$ cat config.mk
export PLATFORM = sky130hd
export DESIGN_NAME = edt_query_seq_flat
export DESIGN_NICKNAME = d
export VERILOG_FILES = /design/src/rtl/edt_pkg.sv /design/src/rtl/edt_if.sv /design/src/rtl/edt_query_seq.sv /design/src/flat_wrapper.sv
export SDC_FILE = /design/constraint.sdc
export NUM_CORES = 1
export LEC_CHECK = 0
export BUFFER_PORTS_ARGS = -buffer_cell sky130_fd_sc_hd__buf_2
export CAP_MARGIN = 40
export CELL_PAD_IN_SITES_DETAIL_PLACEMENT = 0
export CELL_PAD_IN_SITES_GLOBAL_PLACEMENT = 1
export CORE_MARGIN = 10
export CORE_UTILIZATION = 40
export CTS_CLUSTER_SIZE = 8
export DETAILED_ROUTE_END_ITERATION = 16
export PLACE_DENSITY = 0.81
export SETUP_SLACK_MARGIN = 0.05
export SLEW_MARGIN = 20
export SYNTH_ARGS = -nofsm -noshare
export SYNTH_HDL_FRONTEND = slang
export SYNTH_SLANG_ARGS = --single-unit
$ cat constraint.sdc
create_clock -name clk -period 4.68 [get_ports clk]
set_input_delay 0.468 -clock clk [delete_from_list [all_inputs] [get_ports clk]]
set_output_delay 0.468 -clock clk [all_outputs]
set_load 0.03 [all_outputs]
$ cat src/rtl/edt_pkg.sv
package edt_pkg;

    // storage geometry
    localparam int MAX_WIDTH   = 256;
    localparam int MAX_HEIGHT  = 256;
    localparam int STORE_DEPTH = MAX_WIDTH * MAX_HEIGHT;
    localparam int ADDR_W      = $clog2(STORE_DEPTH);
    localparam int ROW_W       = $clog2(MAX_HEIGHT);
    localparam int COL_W       = $clog2(MAX_WIDTH);

    // field widths
    localparam int COORD_W    = 8;
    localparam int PIX_W      = 8;
    localparam int SUM_W      = 12;
    localparam int CNT_W      = 16;
    localparam int SIZE_W     = 9;
    localparam int MODE_W     = 2;
    localparam int CFG_IDX_W  = 2;
    localparam int CFG_DATA_W = 12;

    // commands
    localparam logic CMD_WRITE = 1'b0;
    localparam logic CMD_QUERY = 1'b1;

    // register indexes
    localparam logic [CFG_IDX_W-1:0] REG_FRAME_WIDTH    = 2'd0;
    localparam logic [CFG_IDX_W-1:0] REG_FRAME_HEIGHT   = 2'd1;
    localparam logic [CFG_IDX_W-1:0] REG_KERNEL_MODE    = 2'd2;
    localparam logic [CFG_IDX_W-1:0] REG_EDGE_THRESHOLD = 2'd3;

    // kernel modes
    localparam logic [MODE_W-1:0] KMODE_LAPLACE = 2'd0;
    localparam logic [MODE_W-1:0] KMODE_VERT    = 2'd1;
    localparam logic [MODE_W-1:0] KMODE_HORZ    = 2'd2;

    // frame limits and kernel choice handed to the sequencer
    typedef struct packed {
        logic [ROW_W-1:0]  row_last;
        logic [COL_W-1:0]  col_last;
        logic [MODE_W-1:0] mode;
    } edt_cfg_t;

    // finished kernel sum waiting for the output stage
    typedef struct packed {
        logic                    done;
        logic signed [SUM_W-1:0] sum;
    } edt_acc_t;

    // single frame memory port request
    typedef struct packed {
        logic              en;
        logic              we;
        logic [ADDR_W-1:0] addr;
        logic [PIX_W-1:0]  wdata;
    } edt_ram_req_t;

endpackage

$ cat src/rtl/edt_if.sv
// command beats: pixel write or edge query
interface edt_req_if;
    logic                          valid;
    logic                          ready;
    logic                          command;
    logic [edt_pkg::COORD_W-1:0]   row;
    logic [edt_pkg::COORD_W-1:0]   col;
    logic [edt_pkg::PIX_W-1:0]     pixel_value;

    modport source (output valid, command, row, col, pixel_value, input ready);
    modport sink (input valid, command, row, col, pixel_value, output ready);
endinterface


$ cat src/rtl/edt_query_seq.sv
module edt_query_seq (
    input  logic                         clk,
    input  logic                         rst_n,
    edt_req_if.sink                      req,
    input  edt_pkg::edt_cfg_t            cfg,
    output edt_pkg::edt_ram_req_t        ram_req,
    input  logic [edt_pkg::PIX_W-1:0]    ram_rdata,
    output edt_pkg::edt_acc_t            acc,
    input  logic                         take
);

    typedef enum logic [3:0] {
        S_IDLE = 4'b0001,
        S_READ = 4'b0010,
        S_LAST = 4'b0100,
        S_DONE = 4'b1000
    } seq_state_t;

    localparam logic [1:0] TAP_LAST = 2'd2;
    localparam logic [1:0] TAP_MID  = 2'd1;
    localparam int         COEF_W   = 5;

    seq_state_t state_reg, state_next;
    logic [1:0] ri_reg, ri_next;
    logic [1:0] ci_reg, ci_next;
    logic [edt_pkg::ROW_W-1:0] r_reg [3];
    logic [edt_pkg::COL_W-1:0] c_reg [3];
    logic signed [edt_pkg::SUM_W-1:0] sum_reg, sum_next;
    logic rd_pend_reg;
    logic signed [COEF_W-1:0] coef_reg, coef_cur;

    logic accept;
    logic wr_hit;
    logic signed [edt_pkg::SUM_W-1:0] pix_s, coef_s, prod;

    // kernel coefficient at tap (ri, ci); unused mode acts as laplacian
    function automatic logic signed [COEF_W-1:0] kernel_coef(
        input logic [edt_pkg::MODE_W-1:0] mode,
        input logic [1:0]                 ri,
        input logic [1:0]                 ci
    );
        logic signed [COEF_W-1:0] k;
        k = -5'sd1;
        case (mode)
            edt_pkg::KMODE_VERT:
            begin
                if (ci == TAP_MID)
                    k = 5'sd0;
                else if (ci == TAP_LAST)
                    k = 5'sd1;
            end
            edt_pkg::KMODE_HORZ:
            begin
                if (ri == TAP_MID)
                    k = 5'sd0;
                else if (ri == TAP_LAST)
                    k = 5'sd1;
            end
            default:
            begin
                if (ri == TAP_MID && ci == TAP_MID)
                    k = 5'sd8;
            end
        endcase
        return k;
    endfunction

    // clamp one neighbour coordinate into [0, last]
    function automatic int clamp_coord(input int v, input int last);
        int r;
        if (v < 0)
            r = 0;
        else if (v > last)
            r = last;
        else
            r = v;
        return r;
    endfunction

    assign req.ready = (state_reg == S_IDLE);
    assign accept    = req.valid && req.ready;
    assign wr_hit    = accept && (req.command == edt_pkg::CMD_WRITE)
                       && (int'(req.row) < edt_pkg::MAX_HEIGHT)
                       && (int'(req.col) < edt_pkg::MAX_WIDTH);

    assign coef_cur = kernel_coef(cfg.mode, ri_reg, ci_reg);

    // memory port: pixel write on accept, neighbourhood reads while scanning
    always_comb
    begin
        ram_req.en    = wr_hit || (state_reg == S_READ);
        ram_req.we    = wr_hit;
        ram_req.wdata = req.pixel_value;
        if (state_reg == S_READ)
            ram_req.addr = edt_pkg::ADDR_W'(int'(r_reg[ri_reg]) * edt_pkg::MAX_WIDTH
                                            + int'(c_reg[ci_reg]));
        else
            ram_req.addr = edt_pkg::ADDR_W'(int'(req.row) * edt_pkg::MAX_WIDTH
                                            + int'(req.col));
    end

    // product of returned pixel and its tap coefficient
    assign pix_s  = edt_pkg::SUM_W'(ram_rdata);
    assign coef_s = edt_pkg::SUM_W'(coef_reg);
    assign prod   = pix_s * coef_s;

    // tap scan and accumulate
    always_comb
    begin
        state_next = state_reg;
        ri_next    = ri_reg;
        ci_next    = ci_reg;
        sum_next   = sum_reg;
        if (rd_pend_reg)
            sum_next = sum_reg + prod;
        case (state_reg)
            S_IDLE:
            begin
                if (accept && req.command == edt_pkg::CMD_QUERY)
                begin
                    state_next = S_READ;
                    ri_next    = 2'd0;
                    ci_next    = 2'd0;
                    sum_next   = '0;
                end
            end
            S_READ:
            begin
                if (ci_reg == TAP_LAST)
                begin
                    ci_next = 2'd0;
                    if (ri_reg == TAP_LAST)
                        state_next = S_LAST;
                    else
                        ri_next = ri_reg + 2'd1;
                end
                else
                begin
                    ci_next = ci_reg + 2'd1;
                end
            end
            S_LAST:
            begin
                state_next = S_DONE;
            end
            S_DONE:
            begin
                if (take)
                    state_next = S_IDLE;
            end
            default:
            begin
                state_next = S_IDLE;
            end
        endcase
    end

    assign acc.done = (state_reg == S_DONE);
    assign acc.sum  = sum_reg;

    // control state
    always_ff @(posedge clk or negedge rst_n)
    begin
        if (!rst_n)
        begin
            state_reg   <= S_IDLE;
            rd_pend_reg <= 1'b0;
        end
        else
        begin
            state_reg   <= state_next;
            rd_pend_reg <= (state_reg == S_READ);
        end
    end

    // scan position, clamped neighbourhood and running sum
    always_ff @(posedge clk)
    begin
        ri_reg   <= ri_next;
        ci_reg   <= ci_next;
        sum_reg  <= sum_next;
        coef_reg <= coef_cur;
        if (accept)
        begin
            for (int k = 0; k < 3; k++)
            begin
                r_reg[k] <= edt_pkg::ROW_W'(clamp_coord(int'(req.row) + k - 1,
                                                        int'(cfg.row_last)));
                c_reg[k] <= edt_pkg::COL_W'(clamp_coord(int'(req.col) + k - 1,
                                                        int'(cfg.col_last)));
            end
        end
    end

endmodule

$ cat src/flat_wrapper.sv
// flat-port wrapper written by rule: the top's interface ports become plain ports
module edt_query_seq_flat 
  (clk, rst_n, cfg, ram_req, ram_rdata, acc, take, req_valid, req_command, req_row, req_col, req_pixel_value, req_ready);
  edt_req_if req_i ();
  input  logic clk;
  input  logic rst_n;
  input  edt_pkg::edt_cfg_t cfg;
  output edt_pkg::edt_ram_req_t ram_req;
  input  logic [edt_pkg::PIX_W-1:0] ram_rdata;
  output edt_pkg::edt_acc_t acc;
  input  logic take;
  input wire logic [$bits(req_i.valid)-1:0] req_valid;
  input wire logic [$bits(req_i.command)-1:0] req_command;
  input wire logic [$bits(req_i.row)-1:0] req_row;
  input wire logic [$bits(req_i.col)-1:0] req_col;
  input wire logic [$bits(req_i.pixel_value)-1:0] req_pixel_value;
  output wire logic [$bits(req_i.ready)-1:0] req_ready;
  assign req_i.valid = req_valid;
  assign req_i.command = req_command;
  assign req_i.row = req_row;
  assign req_i.col = req_col;
  assign req_i.pixel_value = req_pixel_value;
  assign req_ready = req_i.ready;
  edt_query_seq u_core (.clk(clk), .rst_n(rst_n), .req(req_i), .cfg(cfg), .ram_req(ram_req), .ram_rdata(ram_rdata), .acc(acc), .take(take));
endmodule
Word level (Yosys, flattened, before mapping)

Memories as Yosys holds them, arrays and structs flattened. A register that Yosys moved wholly into a read port is not among the register bits.
Cells that the tools add are included.
W data, S select, Z words.

Register bits after elaboration: 26
Bits in latches: 0
Bits in writable memories: 48
Bits in read-only memories: 0
Output and inout bits: 40
Logic and storage cells: 104
Memories kept: 2

Memory list:

| memory       | depth | width | read ports | clocked after Yosys merged registers in | write ports | RTL line            | RTL |
|---|---|---|---|---|---|---|---|
| u_core.c_reg | 3     | 8     | 1          | 1                                       | 3           | edt_query_seq.sv:27 | `logic [edt_pkg::COL_W-1:0] c_reg [3];` |
| u_core.r_reg | 3     | 8     | 1          | 1                                       | 3           | edt_query_seq.sv:26 | `logic [edt_pkg::ROW_W-1:0] r_reg [3];` |

Add/sub/neg operators: 15
$mul: 1
Div/mod/pow operators: 0
$lt $le $gt $ge: 12
Equality and inequality tests: 15
Shifts and indexed selects: 0
Muxes and demuxes: 43
Bitwise logic cells: 1
Reductions and logical operators: 9

Operator list:

| kind                   | count |
|---|---|
| $mux W8                | 18 |
| $gt A32 B9 Y1          | 4 |
| $lt A32 B1 Y1 const B  | 4 |
| $sub A9 B1 Y10 const B | 4 |
| $mux W12               | 3 |
| $add A16 B8 Y16        | 2 |
| $mux W5                | 5 |
| $add A8 B1 Y9 const B  | 2 |
| $add A8 B2 Y9 const B  | 2 |
| $gt A9 B9 Y1           | 2 |
| $lt A9 B1 Y1 const B   | 2 |
| $sub A8 B1 Y9 const B  | 2 |
| $mux W16               | 1 |
| $mux W4                | 4 |
| $pmux W4 S4            | 1 |
| $add A12 B12 Y12       | 1 |
| $mul A9 B5 Y12         | 1 |
| $mux W2                | 6 |
| $pmux W5 S2            | 1 |
| $pmux W2 S2            | 2 |
| $reduce_and A4 Y1      | 2 |
| $eq A2 B1 Y1 const B   | 3 |
| $eq A2 B2 Y1 const B   | 3 |
| $ne A2 B2 Y1 const B   | 3 |
| other kinds (12)       | 18 |

Logic depth before layout (Yosys ltp)

Gate-level depths: netlist (run 1).

Depth after elaboration: 6
Depth in mapped cells: 16
Gate-level depth less buffers: 15

Worst setup path after synthesis (run 1)

OpenSTA, ideal clock, no wires.

Path kind: reg-to-reg
Start point: reg u_core.coef_reg[2]
End point: reg u_core.sum_reg[11] in the netlist's numbering
Library setup time: 0.116 ns
Arrival: 4.133 ns
Required time: 4.564 ns
Setup slack: 0.432 ns
Stages on the path, launching flop included: 16
Buffers on the path: 1
Clock period less this slack: 4.248 ns
Cells stage by stage: dfxtp_1 -> clkbuf_1 -> nand2_1 -> fa_1 -> fa_1 -> inv_1 -> fa_1 -> fa_1 -> inv_1 -> fa_1 -> nor2b_1 -> o31a_1 -> o22ai_1 -> xnor2_1 -> a21oi_1 -> a31o_1

Longest elaborated chain between the ends: 5

Ends and longest elaborated chain:

| what                          | RTL line             | RTL |
|---|---|---|
| from (decl)                   | edt_query_seq.sv:30  | `logic signed [COEF_W-1:0] coef_reg, coef_cur;` |
| from (signal assigned)        | edt_query_seq.sv:182 | `coef_reg <= coef_cur;` |
| $mul A9 B5 Y12 *              | edt_query_seq.sv:105 | `assign prod = pix_s * coef_s;` |
| $add A12 B12 Y12 *            | edt_query_seq.sv:115 | `sum_next = sum_reg + prod;` |
| $mux W12 *                    | edt_query_seq.sv:114 | `if (rd_pend_reg)` |
| $mux W12                      | edt_query_seq.sv:119 | `if (accept && req.command == edt_pkg::CMD_QUERY)` |
| $mux W12 *                    | edt_query_seq.sv:116 | `case (state_reg)` |
| net u_core.sum_next (one bit) | edt_query_seq.sv:28  | `logic signed [edt_pkg::SUM_W-1:0] sum_reg, sum_next;` |
| to (signal assigned)          | edt_query_seq.sv:181 | `sum_reg <= sum_next;` |
| to (decl)                     | edt_query_seq.sv:28  |  |

Mark *: on every way through the listed nets, which the timed path passes. The rest lies on a longest branch.
A chain may end at the register's enable or synchronous reset.

Worst setup path in the final report (run 1)

Start point: reg u_core.coef_reg[3]
End point: reg u_core.sum_reg[11] in the netlist's numbering

Same word-level chain as after synthesis.

==> results of run 1 <==
-- cells by family after synthesis --
logic type	Yosys count	synth area share, %
buffers and inverters	112	6.87
adders and majority gates	111	23.3
DFF	76	30.0
AOI/OAI and AO/OA	137	13.1
muxes	57	8.69
xor gates and xnor gates	32	4.07
and+or+nand+nor	178	13.9
-- per-layer routing --
layer / wire [um] / vias to the layer above
li1: - / 2579
met1: 7440 / 2410
met2: 7450 / 81
met3: 671 / 7
met4: 122 / 0
met5: 0 / -
-- stage by stage --
stage	util, %	cells	area, um^2
2_1_floorplan	-	703	6890
4_1_cts	46.0	988	7690
6_report	46.0	988	7690
3_5_place_dp	44.4	971	7410
5_1_grt	46.0	988	7690
3_3_place_gp	44.3	970	7400
-- synthesized netlist by cell type, types with 5 or more instances --
| cell | instances |
|---|---|
| sky130_fd_sc_hd__a211o_1 | 8 |
| sky130_fd_sc_hd__a211oi_1 | 9 |
| sky130_fd_sc_hd__a21o_1 | 9 |
| sky130_fd_sc_hd__a21oi_1 | 31 |
| sky130_fd_sc_hd__and2_1 | 22 |
| sky130_fd_sc_hd__buf_2 | 9 |
| sky130_fd_sc_hd__buf_4 | 11 |
| sky130_fd_sc_hd__clkbuf_1 | 15 |
| sky130_fd_sc_hd__dfxtp_1 | 19 |
| sky130_fd_sc_hd__edfxtp_1 | 52 |
| sky130_fd_sc_hd__fa_1 | 29 |
| sky130_fd_sc_hd__ha_1 | 82 |
| sky130_fd_sc_hd__inv_1 | 74 |
| sky130_fd_sc_hd__mux2_1 | 5 |
| sky130_fd_sc_hd__mux2_2 | 17 |
| sky130_fd_sc_hd__mux2i_1 | 35 |
| sky130_fd_sc_hd__nand2_1 | 41 |
| sky130_fd_sc_hd__nand3_1 | 14 |
| sky130_fd_sc_hd__nand4_1 | 7 |
| sky130_fd_sc_hd__nor2_1 | 42 |
| sky130_fd_sc_hd__nor2b_1 | 12 |
| sky130_fd_sc_hd__o21a_1 | 13 |
| sky130_fd_sc_hd__o21ai_0 | 15 |
| sky130_fd_sc_hd__o21ai_1 | 23 |
| sky130_fd_sc_hd__o22ai_1 | 6 |
| sky130_fd_sc_hd__o31ai_1 | 10 |
| sky130_fd_sc_hd__xnor2_1 | 23 |
| sky130_fd_sc_hd__xor2_1 | 9 |
-- cell type report --
cell class | instances | area (um^2) | area share, %
clock buffers | 11 | 233 | 3.03
clock inverters | 5 | 37.5 | 0.488
inverters | 76 | 285 | 3.71
multi-input cells | 515 | 4340 | 56.5
flip-flops and latches | 76 | 2070 | 26.9
well taps | 220 | 275 | 3.58
repair buffers | 85 | 445 | 5.79
-- worst reg2reg max path: stages, from the launching register on --
cell	delay [ns]
sky130_fd_sc_hd__dfxtp_1	0.49
sky130_fd_sc_hd__nand2_1	0.13
sky130_fd_sc_hd__fa_1	0.50
sky130_fd_sc_hd__fa_1	0.55
sky130_fd_sc_hd__inv_1	0.06
sky130_fd_sc_hd__fa_1	0.49
sky130_fd_sc_hd__fa_1	0.55
sky130_fd_sc_hd__inv_1	0.07
sky130_fd_sc_hd__fa_1	0.45
sky130_fd_sc_hd__nor2b_1	0.16
sky130_fd_sc_hd__o31a_1	0.18
sky130_fd_sc_hd__o22ai_1	0.09
sky130_fd_sc_hd__xnor2_1	0.19
sky130_fd_sc_hd__a21oi_1	0.09
sky130_fd_sc_hd__a31o_1	0.20
-- power by group --
part / switching [W] / internal, W / leakage (nW)
Sequential: 0.000190 / 0.000978 / 0.709
Combinational: 0.00150 / 0.00115 / 2.65
Clock: 0.000271 / 0.000361 / 0.126
-- worst max path at each step --
stage                             from                  to  slack, ns  cells after the start
floorplan           u_core.coef_reg[2]  u_core.sum_reg[11]       0.43                     15
global placement          ram_rdata[3]  u_core.sum_reg[11]       0.23                     16
detailed placement        ram_rdata[3]  u_core.sum_reg[11]       0.22                     16
CTS                 u_core.coef_reg[3]  u_core.sum_reg[11]       0.35                     14
global route        u_core.coef_reg[2]  u_core.sum_reg[11]       0.07                     14
finish              u_core.coef_reg[3]  u_core.sum_reg[11]       0.38                     14
==> impl_summary.log, run 1 <==
[metrics] leakage dissipation: 3.49 nW
[metrics] die boundary width: 151 um
[metrics] clock net sink count: 76
[metrics] most frequent cells in the layout: sky130_fd_sc_hd__ha_1, sky130_fd_sc_hd__buf_2, sky130_fd_sc_hd__inv_1
[metrics] post-synthesis sequential area ratio: 30.0%
[metrics] starting density of the core: 41.2%
[metrics] worst rel slew slack: 49.1%
[metrics] final critical-path required period: 4.30 ns
[metrics] most common cell after layout, fill and taps aside: sky130_fd_sc_hd__ha_1
[metrics] cells along the critical path: nand2_1 > fa_1 > fa_1 > inv_1 > fa_1 > fa_1 > inv_1 > fa_1 > nor2b_1 > o31a_1 > o22ai_1 > xnor2_1 > a21oi_1 > a31o_1
[metrics] Routability Congestion: 0.811
[metrics] Max clock buf depth: 2
[metrics] total wire length: 15.7 mm
[metrics] grt met3 use: 2.45%
[metrics] count of cell types in the netlist: 62
[metrics] first-iteration detailed-routing DRC count: 286
[metrics] cell with the biggest individual delay on the critical path: sky130_fd_sc_hd__fa_1
[metrics] number of detailed-routing iterations run before antenna repair: 4
[metrics] kind of end point of the critical path: flip-flop
[metrics] final max-slew violation count: 0
[metrics] Synth Warn #: 0
[metrics] DR WL/cell: 15.9 um
[metrics] post-CTS setup-driven buffer insertion count: 0
[metrics] # port buffers: 78
[metrics] Area contributors post-synth: sky130_fd_sc_hd__edfxtp_1, sky130_fd_sc_hd__ha_1, sky130_fd_sc_hd__fa_1
[metrics] unrepaired setup endpoints after global routing: false
[metrics] antenna diode instance count: 0
[metrics] remaining global-route overflow: 0
[metrics] final cycle utilization of the critical path: 91.9%
[metrics] Final Hold Slack: 0.449 ns
[metrics] via count: 5077
[metrics] fraction of final layout cells with drive strength greater than 1: 17.2%
[metrics] final worst clock skew: 0.00915 ns
[metrics] hold crit path type: in -> reg
[metrics] leading register cell type out of synthesis: sky130_fd_sc_hd__edfxtp_1
[metrics] Die Y: 151 um
[metrics] standard-cell row count: 47
[metrics] layout overhead on the synthesized area: 11.7%
[metrics] H-Tree Level Count: 3
[metrics] nets: 929
[metrics] wire length of the first global-routing pass: 26.2 mm
[metrics] area of the core region: 16700 um^2
[metrics] capture endpoint of the worst hold path: u_core.c_reg[1][6]
[metrics] number of endpoints with negative hold slack in the final report: 0
[metrics] later-pin clock latency in the skew report: 0.34 ns
[metrics] share of the synthesized area in the top cell type: 22.7%
[metrics] busiest layer in global routing: met2
[metrics] Hold Path Depth: 2
[metrics] Min-Delay Startpoint: cfg[8]
[metrics] Slew @ Worst Pin: 0.760 ns
[metrics] maximum VDD drop: 0.340 mV
[metrics] flip-flop and latch count after synthesis: 76
[metrics] total global-route track usage: 14.2%
[metrics] total negative setup slack: 0 ns
[metrics] critical path data required time: 4.91 ns
[metrics] startpoint of the lowest-slack register-to-register path: u_core.coef_reg[3]
[metrics] clock root buffer: sky130_fd_sc_hd__clkbuf_16
[metrics] hold-fix buffers at CTS: 1
[metrics] GR met1 Demand/Resource: 18.8%
[metrics] overall power of the completed layout: 0.00445 W
[metrics] antenna violations before repair: 0
[metrics] cell count of the worst reg-to-reg path: 14
[metrics] total standard cell area after synthesis: 6890 um^2
[metrics] number of filler cells placed in the layout: 1646
[metrics] Post-synth EDFFs: 52
[metrics] highest attainable clock frequency: 0.232 GHz
[metrics] synthesized instance count: 703
[metrics] io pins: 95
[metrics] Max Cap Violations: 0
[metrics] result of the run: finished clean
[metrics] final setup fails: 0
[metrics] post-place setup slack: 0.220 ns
[metrics] average cell area after synthesis: 9.79 um^2
[metrics] power per standard cell area: 579 nW/um^2
[metrics] area leader, netlist: sky130_fd_sc_hd__edfxtp_1
[metrics] maximum number of pins on one net before global-route repair: 49
[metrics] largest stage delay on the critical path: 0.55 ns
[metrics] final worst-path setup slack: 0.378 ns
[metrics] asr flop ratio synth: 6.58%
[metrics] setup slack of the worst register-to-register path: 0.38 ns
[metrics] clock transition at the registers of the reported paths: 0.06 ns
[metrics] met2 Track Usage GR: 23.0%
[metrics] clock tree from TritonCTS: built
[metrics] critical path fanouts, max: 8
[metrics] worst flop-to-flop path endpoint: u_core.sum_reg[11]
[metrics] number of global-route vias before repair: 5199
[metrics] DRC violations left: 0
[metrics] Worst Path Buf+Inv: 2
[metrics] launching element type of the critical path: flip-flop
[metrics] cells resized by post-CTS repair: 0
[metrics] remaining antenna violation count: 0
[metrics] half-perimeter wire length of the detailed placement result: 12.5 mm
[metrics] cell repeated most along the worst path: sky130_fd_sc_hd__fa_1
[metrics] Inserted Clock Buffers: 9
[metrics] total die area: 22900 um^2
[metrics] worst path arrival time: 4.53 ns
[metrics] Vias/cell: 5.14
[metrics] nets in the synthesized netlist: 869
[metrics] kind of cell adding the most delay to the critical path: adder cells
[metrics] type of the worst setup path: reg -> reg
Note: power is estimated with default switching activity, not from simulation.
==> inputs of run 2 (changes only) <==
--- a/config.mk
+++ b/config.mk
@@ -5,7 +5,7 @@
 export SDC_FILE = /design/constraint.sdc
 export NUM_CORES = 1
 export LEC_CHECK = 0
-export BUFFER_PORTS_ARGS = -buffer_cell sky130_fd_sc_hd__buf_2
+export BUFFER_PORTS_ARGS = -buffer_cell sky130_fd_sc_hd__buf_4
 export CAP_MARGIN = 40
 export CELL_PAD_IN_SITES_DETAIL_PLACEMENT = 0
 export CELL_PAD_IN_SITES_GLOBAL_PLACEMENT = 1
==> run 2 against run 1 <==
- die area did not move
- total power rose by 5.3%
- routed wire length rose by 1.5%
- hold slack got worse by 0.0087 ns
- sequential share of layout area fell by 0.86 points
- setup slack got worse by 0.027 ns
- design area rose by 3.4%
- count of clock-buffer cells in the layout fell by 1
- final cell count fell by 0.10%
- largest cell class unchanged
==> impl_summary.log, run 2 (synthesis gave the netlist of run 1 again) <==
[metrics] number of filler cells placed in the layout: 1605
[metrics] Max Cap Violations: 0
[metrics] fraction of final layout cells with drive strength greater than 1: 17.2%
[metrics] most frequent cells in the layout: sky130_fd_sc_hd__buf_4, sky130_fd_sc_hd__ha_1, sky130_fd_sc_hd__inv_1
[metrics] total wire length: 15.9 mm
[metrics] total negative setup slack: 0 ns
[metrics] final critical-path required period: 4.33 ns
[metrics] wire length of the first global-routing pass: 26.6 mm
[metrics] Max clock buf depth: 2
[metrics] final cycle utilization of the critical path: 92.5%
[metrics] Final Hold Slack: 0.440 ns
[metrics] final design utilization: 47.6%
[metrics] standard-cell row count: 47
[metrics] highest attainable clock frequency: 0.231 GHz
[metrics] final worst-path setup slack: 0.351 ns
[metrics] launching element type of the critical path: flip-flop
[metrics] clock tree from TritonCTS: built
[metrics] DR WL/cell: 16.1 um
[metrics] setup slack of the worst register-to-register path: 0.35 ns
[metrics] Slew @ Worst Pin: 0.818 ns
[metrics] Placement Cell Area: 7600 um^2
[metrics] clock root buffer: sky130_fd_sc_hd__clkbuf_16
[metrics] final setup fails: 0
[metrics] first-iteration detailed-routing DRC count: 366
[metrics] io pins: 95
[metrics] clock transition at the registers of the reported paths: 0.06 ns
[metrics] hold crit path type: in -> reg
[metrics] H-Tree Level Count: 3
[metrics] antenna violations before repair: 0
[metrics] layout overhead on the synthesized area: 15.4%
[metrics] critical path fanouts, max: 17
[metrics] total global-route track usage: 14.4%
[metrics] number of endpoints with negative hold slack in the final report: 0
[metrics] type of the worst setup path: reg -> reg
[metrics] maximum VDD drop: 0.318 mV
[metrics] Vias/cell: 5.20
[metrics] half-perimeter wire length of the detailed placement result: 12.5 mm
[metrics] leakage dissipation: 3.58 nW
[metrics] # port buffers: 78
[metrics] kind of end point of the critical path: flip-flop
[metrics] final max-slew violation count: 0
[metrics] final design instance area without fill: 7950 um^2
[metrics] later-pin clock latency in the skew report: 0.34 ns
[metrics] die boundary width: 151 um
[metrics] antenna diode instance count: 0
[metrics] total die area: 22900 um^2
[metrics] area of the core region: 16700 um^2
[metrics] final worst clock skew: 0.00915 ns
[metrics] unrepaired setup endpoints after global routing: false
[metrics] result of the run: finished clean
[metrics] number of detailed-routing iterations run before antenna repair: 5
[metrics] number of global-route vias before repair: 5204
[metrics] Inserted Clock Buffers: 9
[metrics] post-place setup slack: 0.185 ns
[metrics] remaining antenna violation count: 0
[metrics] Die Y: 151 um
[metrics] starting density of the core: 41.2%
[metrics] remaining global-route overflow: 0
[metrics] via count: 5130
[metrics] maximum number of pins on one net before global-route repair: 49
[metrics] power per standard cell area: 590 nW/um^2
[metrics] worst rel slew slack: 45.2%
[metrics] DRC violations left: 0
[metrics] critical path data required time: 4.91 ns
[metrics] worst path arrival time: 4.55 ns
[metrics] most common cell after layout, fill and taps aside: sky130_fd_sc_hd__buf_4
[metrics] clock net sink count: 76
[metrics] nets: 928
[metrics] Routability Congestion: 0.838
run 2: cell count changes in the layout (fill, tap and decap cells not counted), sizes merged:
cell / before / now
clkbuf: 11 / 10
bufinv: 0 / 3
buf: 84 / 83
clkinvlp: 2 / 0
run 2: worst max-delay path, cell delays in order (launching register included):
cell and delay, ns:
sky130_fd_sc_hd__dfxtp_2 0.48, sky130_fd_sc_hd__nand2b_1 0.12, sky130_fd_sc_hd__fa_1 0.52, sky130_fd_sc_hd__fa_1 0.55, sky130_fd_sc_hd__inv_1 0.06, sky130_fd_sc_hd__fa_1 0.50, sky130_fd_sc_hd__fa_1 0.55, sky130_fd_sc_hd__inv_1 0.07
sky130_fd_sc_hd__fa_1 0.45, sky130_fd_sc_hd__nor2b_1 0.16, sky130_fd_sc_hd__o31a_1 0.17, sky130_fd_sc_hd__o22ai_1 0.09, sky130_fd_sc_hd__xnor2_1 0.20, sky130_fd_sc_hd__a21oi_1 0.09, sky130_fd_sc_hd__a31o_1 0.20
run 2: what timing repair did:
item | CTS | global route
resized for setup | 0 | 1
buffers inserted | 0 | 0
endpoints found under the hold margin | 4 | 0
endpoints found under the setup margin | 0 | 2
hold buffers | 1 | 0
run 2: cell type report:
type                       count  area [um^2]  share of cell area (%)
tap                          220          275                    3.46
clock inverter                 6          111                    1.40
timing repair buffer          84          633                    7.97
sequential                    76         2070                    26.0
clock buffer                  10          229                    2.88
multi-input combinational    515         4340                    54.7
inverter                      76          285                    3.59
run 2: path summary, 6_finish.rpt:
| check | startpoint | end | cells past startpoint |
|---|---|---|---|
| setup / recovery | u_core.coef_reg[2] | u_core.sum_reg[11] | 14 |
| hold / removal | cfg[17] | u_core.r_reg[2][7] | 2 |
| setup reg to reg | u_core.coef_reg[2] | u_core.sum_reg[11] | 14 |
| hold reg to reg | u_core.sum_reg[1] | u_core.sum_reg[1] | 2 |
| max in group asynchronous | rst_n | u_core.state_reg[0] | 2 |
| min in group asynchronous | rst_n | u_core.state_reg[3] | 2 |
run 2: power by group:
group / internal [W] / switching, W / leakage [nW]
clock: 0.000522 / 0.000281 / 0.165
combinational: 0.00121 / 0.00150 / 2.70
sequential: 0.000979 / 0.000196 / 0.709
run 2: per-stage QoR:
step	cells	total power [W]
after CTS	987	0.00475
after floorplan	703	0.00324
after detailed placement	970	0.00392
after global placement	969	0.00390
after global routing	987	0.00515
final	987	0.00469
run 2: routing by layer:
| layer | share of wire [%] | up-vias | GRT usage, % |
|---|---|---|---|
| li1 | - | 2584 | - |
| met4 | 0.83 | 0 | 4.23 |
| met5 | 0 | - | 0 |
| met3 | 4.5 | 8 | 2.74 |
| met2 | 47 | 98 | 22.9 |
| met1 | 48 | 2440 | 19.4 |
==> inputs of run 3 (changes only) <==
--- a/config.mk
+++ b/config.mk
@@ -10,10 +10,11 @@
 export CELL_PAD_IN_SITES_DETAIL_PLACEMENT = 0
 export CELL_PAD_IN_SITES_GLOBAL_PLACEMENT = 1
 export CORE_MARGIN = 10
-export CORE_UTILIZATION = 40
+export CORE_UTILIZATION = 30
+export CTS_BUF_LIST = sky130_fd_sc_hd__clkbuf_8
 export CTS_CLUSTER_SIZE = 8
 export DETAILED_ROUTE_END_ITERATION = 16
-export PLACE_DENSITY = 0.81
+export PLACE_DENSITY = 0.65
 export SETUP_SLACK_MARGIN = 0.05
 export SLEW_MARGIN = 20
 export SYNTH_ARGS = -nofsm -noshare
==> run 3 against run 2 <==
- combinational power about the same
- count of clock-buffer cells in the layout is 1 lower
- design area decreased by 0.14%
- total power down 5.0%
- die area is 29% higher
- sequential cell count did not move
- fmax grew 1.3%
- first-iteration DRC count decreased by 31%
- core utilization shrank 13 points
- clock power decreased by 31%
- critical path depth unchanged
- critical endpoint unchanged
- largest cell class unchanged
- largest power group unchanged
==> impl_summary.log, run 3 (synthesis gave the netlist of run 1 again) <==
[metrics] total wire length: 17.0 mm
[metrics] cell with the biggest individual delay on the critical path: sky130_fd_sc_hd__fa_1
[metrics] net switching power: 0.00197 W
[metrics] GR met1 Demand/Resource: 15.6%
[metrics] met2 Track Usage GR: 20.0%
[metrics] remaining antenna violation count: 0
[metrics] antenna violations before repair: 0
[metrics] final cycle utilization of the critical path: 91.3%
[metrics] worst path arrival time: 4.54 ns
[metrics] cell repeated most along the worst path: sky130_fd_sc_hd__fa_1
[metrics] critical path data required time: 4.95 ns
[metrics] critical path fanouts, max: 17
[metrics] switching share of power: 44.1%
[metrics] total global-route track usage: 12.1%
[metrics] remaining global-route overflow: 0
[metrics] hold crit path type: in -> reg
[metrics] launching element type of the critical path: flip-flop
[metrics] kind of cell adding the most delay to the critical path: adder cells
[metrics] half-perimeter wire length of the detailed placement result: 13.5 mm
[metrics] most common cell after layout, fill and taps aside: sky130_fd_sc_hd__buf_4
[metrics] io pins: 95
[metrics] number of detailed-routing iterations run before antenna repair: 5
[metrics] final setup fails: 0
[metrics] largest stage delay on the critical path: 0.55 ns
[metrics] highest attainable clock frequency: 0.234 GHz
[metrics] first-iteration detailed-routing DRC count: 251
[metrics] part of the total power dissipated in the clock network: 12.5%
[metrics] number of global-route vias before repair: 5364
[metrics] nets: 930
[metrics] via count: 5001
[metrics] Worst Path Buf+Inv: 2
[metrics] type of the worst setup path: reg -> reg
[metrics] area of the core region: 22600 um^2
[metrics] total die area: 29400 um^2
[metrics] # port buffers: 78
[metrics] result of the run: finished clean
[metrics] maximum number of pins on one net before global-route repair: 36
[metrics] leakage dissipation: 3.54 nW
[metrics] clock net sink count: 76
[metrics] layout overhead on the synthesized area: 15.3%
[metrics] fraction of final layout cells with drive strength greater than 1: 17.8%
[metrics] combinational cell fraction of total power: 61.1%
[metrics] H-Tree Level Count: 3
[metrics] total negative setup slack: 0 ns
[metrics] wire length of the first global-routing pass: 28.2 mm
[metrics] maximum VDD drop: 0.270 mV
[metrics] kind of end point of the critical path: flip-flop
[metrics] Slew @ Worst Pin: 0.739 ns
[metrics] Inserted Clock Buffers: 9
[metrics] Max Cap Violations: 0
[metrics] number of endpoints with negative hold slack in the final report: 0
[metrics] DRC violations left: 0
[metrics] clock root buffer: sky130_fd_sc_hd__clkbuf_8
[metrics] die boundary width: 171 um
[metrics] worst rel slew slack: 50.8%
[metrics] grt met3 use: 2.36%
[metrics] power per standard cell area: 562 nW/um^2
[metrics] final max-slew violation count: 0
[metrics] relative contribution of sequential cells to total power: 26.4%
[metrics] busiest layer in global routing: met2
[metrics] clock transition at the registers of the reported paths: 0.09 ns
[metrics] Vias/cell: 4.74
[metrics] later-pin clock latency in the skew report: 0.36 ns
[metrics] clock tree from TritonCTS: built
[metrics] Routability Congestion: 0.831
[metrics] final critical-path required period: 4.27 ns
[metrics] antenna diode instance count: 0
[metrics] standard-cell row count: 55
[metrics] most frequent cells in the layout: sky130_fd_sc_hd__buf_4, sky130_fd_sc_hd__ha_1, sky130_fd_sc_hd__inv_1
[metrics] starting density of the core: 30.4%
[metrics] design internal power: 0.00249 W
[metrics] cells along the critical path: nand2b_1 > fa_1 > fa_1 > inv_1 > fa_1 > fa_1 > inv_1 > fa_1 > nor2b_1 > o31a_1 > o22ai_1 > xnor2_1 > a21oi_1 > a31o_1
[metrics] DR WL/cell: 16.2 um
[metrics] Die Y: 171 um
[metrics] unrepaired setup endpoints after global routing: false
[metrics] overall power of the completed layout: 0.00446 W
[metrics] post-CTS setup-driven buffer insertion count: 0
[metrics] final worst clock skew: 0.0103 ns
[metrics] Max clock buf depth: 2
## run 3: final cells by class
cell class,count,area [um^2]
Fill cell,2327,14700
Multi-Input combinational cell,515,4340
Sequential cell,76,2070
Timing Repair Buffer,86,661
Tap cell,285,357
Inverter,76,285
Clock buffer,9,124
Clock inverter,7,92.6
## run 3: power by group through the flow
stage                     logic (W)  registers (W)  clock network (W)
after global routing        0.00313        0.00122           0.000608
after CTS                   0.00279        0.00118           0.000579
after global placement      0.00276        0.00120                  0
final                       0.00273        0.00118           0.000555
after detailed placement    0.00277        0.00120                  0
after floorplan             0.00209        0.00115                  0
## run 3: what timing repair did
action	in CTS	in global routing
hold buffers	1	0
resized for setup	0	3
endpoints found under the setup margin	0	3
endpoints found under the hold margin	4	0
## run 3: worst paths after layout
check / endpoint / slack (ns) / start / cells after the start
min: u_core.r_reg[2][2] / 0.41 / cfg[12] / 2
max in group asynchronous: u_core.state_reg[0] / 4.05 / rst_n / 2
max reg2reg: u_core.sum_reg[11] / 0.41 / u_core.coef_reg[2] / 14
max: u_core.sum_reg[11] / 0.41 / u_core.coef_reg[2] / 14
min reg2reg: flip-flop / 0.52 / u_core.ci_reg[0] / 1
min in group asynchronous: u_core.rd_pend_reg / 0.44 / rst_n / 2
## run 3: routing by layer
metal	vias to the layer above	part of all wire (%)
met5	-	0
met4	0	1.3
met3	14	4.3
met2	82	47
met1	2317	48
li1	2588	-
## run 3: metrics by stage
stage | worst slack (ns) | hold WS [ns] | util, % | area, um^2 | std cells
floorplan | 0.432 | 0.172 | - | 6890 | 703
global placement | 0.198 | 0.276 | 33.9 | 7680 | 1035
detailed placement | 0.135 | 0.277 | 34.0 | 7700 | 1037
CTS | 0.120 | 0.380 | 35.0 | 7930 | 1054
global route | 0.103 | 0.393 | 35.1 | 7940 | 1054
finish | 0.407 | 0.412 | 35.1 | 7940 | 1054
